**src/rtl/core/mti_pkg.sv**
```systemverilog
package mti_pkg;

  localparam int NUM_AXES = 6;
  localparam int OP_W     = 2;
  localparam int AXIS_W   = 3;
  localparam int SLOT_W   = 4;
  localparam int TADDR_W  = 16;
  localparam int VAL_W    = 32;
  localparam int SIZE_W   = 5;
  localparam int FRAC_W   = 17;
  localparam int CORNER_W = 6;
  localparam int ACC_W    = 56;

  localparam logic [FRAC_W-1:0] FRAC_ONE = FRAC_W'(65536);

  localparam logic [OP_W-1:0] OP_LOOKUP = 2'd0;
  localparam logic [OP_W-1:0] OP_BP_WR  = 2'd1;
  localparam logic [OP_W-1:0] OP_TBL_WR = 2'd2;

  typedef enum logic [3:0] {
    L_IDLE,
    L_FIRST,
    L_LAST,
    L_SCAN,
    L_LO,
    L_HI,
    L_FRAC,
    L_DIV,
    L_DONE
  } lane_state_t;

  typedef enum logic [1:0] {
    T_IDLE,
    T_LANES,
    T_MERGE,
    T_PUSH
  } top_state_t;

endpackage

```
**src/rtl/core/mti_lane.sv**
```systemverilog
module mti_lane
  import mti_pkg::*;
#(
  parameter int MAX_POINTS = 16,
  localparam int CW = (MAX_POINTS > 1) ? $clog2(MAX_POINTS) : 1,
  localparam int NW = $clog2(MAX_POINTS + 1)
) (
  input  logic                    clk,
  input  logic                    rst,
  input  logic                    bp_we,
  input  logic [SLOT_W-1:0]       bp_slot,
  input  logic [VAL_W-1:0]        bp_data,
  input  logic                    start,
  input  logic signed [VAL_W-1:0] coord,
  input  logic [NW-1:0]           npts,
  output logic                    busy,
  output logic [CW-1:0]           cell_idx,
  output logic [FRAC_W-1:0]       frac
);

  logic signed [VAL_W-1:0] bp [MAX_POINTS];
  logic [31:0]             slot_ext;

  lane_state_t state, state_next;

  logic signed [VAL_W-1:0] x, first, prev, lo, hi, bp_rd;
  logic [CW-1:0]           idx, loc, rd_idx, nm1, nm2;
  logic [33:0]             rem, sh;
  logic [32:0]             den;
  logic [14:0]             q;
  logic [3:0]              cnt;
  logic signed [32:0]      d_num, d_den;
  logic                    ge, hit;

  assign slot_ext = 32'(bp_slot);

  always_ff @(posedge clk) begin
    if (bp_we && (slot_ext < 32'(MAX_POINTS))) begin
      bp[slot_ext[CW-1:0]] <= bp_data;
    end
  end

  assign nm1   = CW'(npts - NW'(1));
  assign nm2   = CW'(npts - NW'(2));
  assign bp_rd = bp[rd_idx];
  assign d_num = {x[VAL_W-1], x} - {lo[VAL_W-1], lo};
  assign d_den = {hi[VAL_W-1], hi} - {lo[VAL_W-1], lo};
  assign sh    = {rem[32:0], 1'b0};
  assign ge    = (sh >= {1'b0, den});
  assign hit   = (x >= prev) && (x < bp_rd);

  always_comb begin
    rd_idx = '0;
    unique case (state)
      L_LAST:  rd_idx = nm1;
      L_SCAN:  rd_idx = idx;
      L_LO:    rd_idx = loc;
      L_HI:    rd_idx = CW'(loc + 1'b1);
      default: rd_idx = '0;
    endcase
  end

  always_comb begin
    state_next = state;
    unique case (state)
      L_IDLE:  if (start) state_next = (npts <= NW'(1)) ? L_DONE : L_FIRST;
      L_FIRST: state_next = L_LAST;
      L_LAST: begin
        if (x <= first || x >= bp_rd) state_next = L_LO;
        else state_next = L_SCAN;
      end
      L_SCAN:  if (hit || idx == nm1) state_next = L_LO;
      L_LO:    state_next = L_HI;
      L_HI:    state_next = L_FRAC;
      L_FRAC: begin
        if (x <= lo || x >= hi || d_den <= 0) state_next = L_DONE;
        else state_next = L_DIV;
      end
      L_DIV:   if (cnt == 4'd15) state_next = L_DONE;
      L_DONE:  state_next = L_IDLE;
      default: state_next = L_IDLE;
    endcase
  end

  assign busy     = (state != L_IDLE);
  assign cell_idx = loc;

  always_ff @(posedge clk) begin
    if (rst) begin
      state <= L_IDLE;
    end else begin
      state <= state_next;
    end
  end

  // cell and fraction hold while idle so the merge can read them
  always_ff @(posedge clk) begin
    case (state)
      L_IDLE: begin
        if (start) begin
          x    <= coord;
          loc  <= '0;
          frac <= '0;
        end
      end
      L_FIRST: first <= bp_rd;
      L_LAST: begin
        prev <= first;
        idx  <= CW'(1);
        if (x <= first) loc <= '0;
        else loc <= nm2;
      end
      L_SCAN: begin
        prev <= bp_rd;
        idx  <= CW'(idx + 1'b1);
        if (hit) loc <= CW'(idx - 1'b1);
        else loc <= nm2;
      end
      L_LO: lo <= bp_rd;
      L_HI: hi <= bp_rd;
      L_FRAC: begin
        rem <= {1'b0, d_num};
        den <= d_den;
        cnt <= '0;
        if (x <= lo) frac <= '0;
        else if (x >= hi) frac <= FRAC_ONE;
        else frac <= '0;
      end
      L_DIV: begin
        rem  <= ge ? (sh - {1'b0, den}) : sh;
        q    <= {q[13:0], ge};
        cnt  <= cnt + 4'd1;
        frac <= {1'b0, q, ge};
      end
      default: ;
    endcase
  end

endmodule

```
**config.mk**
```make
export PLATFORM = sky130hd
export DESIGN_NAME = mti_lane
export DESIGN_NICKNAME = d
export VERILOG_FILES = /design/src/rtl/core/mti_pkg.sv /design/src/rtl/core/mti_lane.sv
export SDC_FILE = /design/constraint.sdc
export NUM_CORES = 1
export LEC_CHECK = 0
export ABC_AREA = 1
export BUFFER_PORTS_ARGS = -buffer_cell sky130_fd_sc_hd__buf_2
export CAP_MARGIN = 20
export CORE_MARGIN = 2
export CORE_UTILIZATION = 50
export CTS_BUF_LIST = sky130_fd_sc_hd__clkbuf_16
export DETAILED_ROUTE_END_ITERATION = 10
export GPL_ROUTABILITY_DRIVEN = 0
export PLACE_DENSITY = 0.77
export RECOVER_POWER = 50
export SLEW_MARGIN = 20
export SYNTH_ARGS = -nofsm -noshare
export SYNTH_HDL_FRONTEND = slang
export SYNTH_SLANG_ARGS = --single-unit
```
**constraint.sdc**
```tcl
create_clock -name clk -period 7.04 [get_ports clk]
set_clock_uncertainty 0.05 [all_clocks]
set_input_delay 0.704 -clock clk [delete_from_list [all_inputs] [get_ports clk]]
set_output_delay 0.704 -clock clk [all_outputs]
set_load 0.01 [all_outputs]
```
==> results summary <==
After the last flow step, the layout net total stands at 4394. In this run, post-CTS repair resized a total of 0 instances. The global-route wire length before repair is 160000 um. The maximum frequency from static timing analysis is 0.160 GHz. The global-route total usage across every layer is 0.251. The pin slew with the least headroom to its limit is 3.09 ns.

The sum of negative setup slack came out at 0 ns. The die is 287 um wide. The worst setup path is launched from a flip-flop. The post-synthesis instance area came out at 40200 um^2. The library cells used most frequently in the layout, excluding fill and tap cells, are edfxtp_1, nand2_1, nor2_1, inv_1, ha_1.

Once detail routing completed, the nets flagged for antenna violations numbered 0. The buffer count from post-CTS setup fixing is 0. For the worst setup path, the data required time is 7.33 ns. The average wire length per cell after detail routing came out at 20.1 um. The area added between synthesis and finish is 10.7%.

The number of global-route vias before repair came out at 29212. The register area share after synthesis is 0.586. The simple-gate share of the synthesized area came out at 0.163. The final number of max-transition violations came out at 281. The worst setup path is captured at a flip-flop. The library cell used most frequently in the layout, excluding fill and tap cells, is edfxtp_1. The maximum resistive drop on vdd is 0.309 mV. The number of buffers inserted for hold repair after clock tree synthesis is 0. The synthesized design contains 786 register bits.

Of the total synthesized cell area, the portion taken by full adders, half adders and majority gates is 0.0740. The checks that failed: capacitance limit, slew limit. The area fraction in compound gates after synthesis came to 0.105. The run finished, with violations left. The top-level port count is 99. The total of max-cap violations came out at 9.

Of all nets on the critical path, the largest fanout is 106. The clock transition at the registers of the reported paths came out at 0.06 ns. The aggregate global routing overflow is 0. Summing over every cut layer, the via total after detailed routing is 29728.

The count of endpoints failing setup in the final report is 0. The detailed-routing iteration count for the pre-antenna-repair pass is 6. After synthesis, the largest family of logic cells by area is simple AND/OR/NAND/NOR gates.

Of the available clock period, the critical path in the final layout requires 0.890. The effective utilization at floorplan is 0.507. The data arrival time at the worst-slack endpoint is 6.55 ns. The routed design could run at a clock period as short as 6.27 ns. Setup repair after global routing left no endpoint under its margin. Power comes to 17.3 mW. The number of antenna violations at the first check in global routing is 4. The die is 287 um tall. The average instance area after synthesis came out at 10.1 um^2. The die area is 82600 um^2.

The xor and xnor area share after synthesis came out at 0.0107. In this run the number of H-tree levels came out at 3. The final wirelength came out at 104000 um. The number of port buffers is 98. The worst max-slew margin expressed relative to the limit came out at -1.06. TritonCTS built the clock tree. The number of hold violations in the final report is 0. The floorplan row count came out at 103. The critical path is of the flip-flop to flip-flop type. The gate count after technology mapping came out at 3987. The clock passes through at most 3 buffers. The sink count of the clock tree is 786. The total clock buffers created by CTS is 80. The HPWL reported at the end of detailed placement came out at 67000 um. The share of post-route cells with drive strength above 1 is 0.0637. The worst-case hold slack is 0.181 ns. Power spread over the standard cell area amounts to 389 nW/um^2. The worst hold path belongs to the class input port to flip-flop.

Clock tree synthesis selected as its root buffer the cell clkbuf_16. Counting the fill cells in the layout gives 6519. The analysis attributes to cell leakage a power of 17.9 nW. The synthesized net count is 4300. In the routed layout, each cell is associated on average with a via count of 5.72. The multiplexer share of the synthesized area came out at 0.

The maximum number of pins on one net before global-route repair came out at 129. The distinct cell type count after synthesis is 51. The count of synthesis-stage warnings from yosys came out at 0. The core area came out at 79300 um^2. The post-detailed-route DRC marker count came out at 0. The latest clock arrival within the worst-skew pair came out at 0.64 ns. The initial DRC count came out at 2959.
[cell families after synthesis]
kind of cell | Yosys count
compound gates | 698
xor+xnor | 49
fa+ha+maj | 236
buf+inv | 603
flops | 786
simple gates | 1615
[report_power, final]
group / switching (mW) / total (mW) / internal, mW / leakage [nW]
registers: 0.276 / 6.24 / 5.96 / 7.13
clock network: 1.85 / 4.24 / 2.39 / 1.33
logic: 4.73 / 6.84 / 2.10 / 9.42
[final timing paths]
check        startpoint  slack [ns]           to  cells past startpoint
max            state[3]        0.77  cell_idx[3]                     25
min           coord[29]        0.18        x[29]                      1
max reg2reg    state[3]        0.77  cell_idx[3]                     25
min reg2reg        q[4]        0.41         q[5]                      0
[synthesized netlist by cell type, drive strengths merged]
cell,instances,area (um^2)
o311ai,76,666
a211o,2,17.5
inv,474,1780
o211ai,58,445
a21o,13,97.6
ha,233,2920
nor4,8,50.1
nand3,158,801
buf,84,485
nor3b,1,7.51
nand4,31,194
o22ai,9,56.3
nor4b,1,8.76
o21bai,15,113
and3,1,6.26
a31oi,12,75.1
nand3b,20,150
and2,2,12.5
a21oi,183,916
a21boi,4,30.0
nor3,29,145
edfxtp,782,23500
o31ai,44,330
a211oi,2,15.0
clkbuf,45,169
xor2,23,201
fa,3,60.1
a221oi,6,70.1
nor2,678,2560
dfxtp,4,80.1
o21a,4,30.0
o2111ai,1,8.76
o21ai,268,1350
a221o,1,10.0
xnor2,26,228
nand2,676,2550
or2,10,62.6
[worst max-delay path, stage by stage (launching register included)]
cell and delay (ns):
dfxtp_1 0.36, inv_2 0.06, nand2_2 0.17, inv_2 0.08, nand2_2 0.12, inv_2 0.33
o21ai_1 0.35, nand3_4 0.39, inv_8 0.62, buf_12 0.35, nor2_1 0.08, o311ai_1 0.35
o211ai_1 0.16, nand2_1 0.30, inv_1 0.09, ha_1 0.28, nand2_1 0.07, nor3_1 0.31
o21ai_0 0.17, nand2_1 0.10, nand2_1 0.07, nand3b_1 0.14, and2_1 0.19, nand2_1 0.08
a21boi_0 0.46, o22ai_1 0.18
[area by class of cell]
type / count / area [um^2] / share of cell area
antenna: 2 / 5.00 / 0.000113
timing repair buffer: 141 / 823 / 0.0185
inverter: 474 / 1790 / 0.0402
multi-input combinational: 2598 / 14300 / 0.323
clock buffer: 80 / 2000 / 0.0450
clock inverter: 63 / 626 / 0.0141
tap: 1050 / 1310 / 0.0295
sequential: 786 / 23600 / 0.530
[metal layers]
layer  share of wire  wire length [um]  vias to the layer above  track usage
li1                -                 -                    14026            -
met1            0.39             41100                    14036        0.321
met2            0.48             49700                     1355        0.423
met3           0.087              9030                      307       0.0445
met4           0.043              4450                        4        0.104
met5         0.00025                26                        -            0
[per-stage QoR]
step	util	instance area (um^2)	worst slack, ns	instances
finish	0.561	44500	0.772	5194
global route	0.561	44500	0.353	5194
CTS	0.562	44500	0.889	5191
detailed placement	0.528	41900	1.08	5048
global placement	0.528	41900	1.37	5048
floorplan	-	40200	2.75	3987
[flip-flops by register name, summed over array words and instances, names as in the netlist, 15 cells and up]
register and count:
x 32, q 15, first 32, prev 32, bp 512, den 33, lo 32, frac 17
hi 32, rem 33
Power figures use the tool's default switching activity.
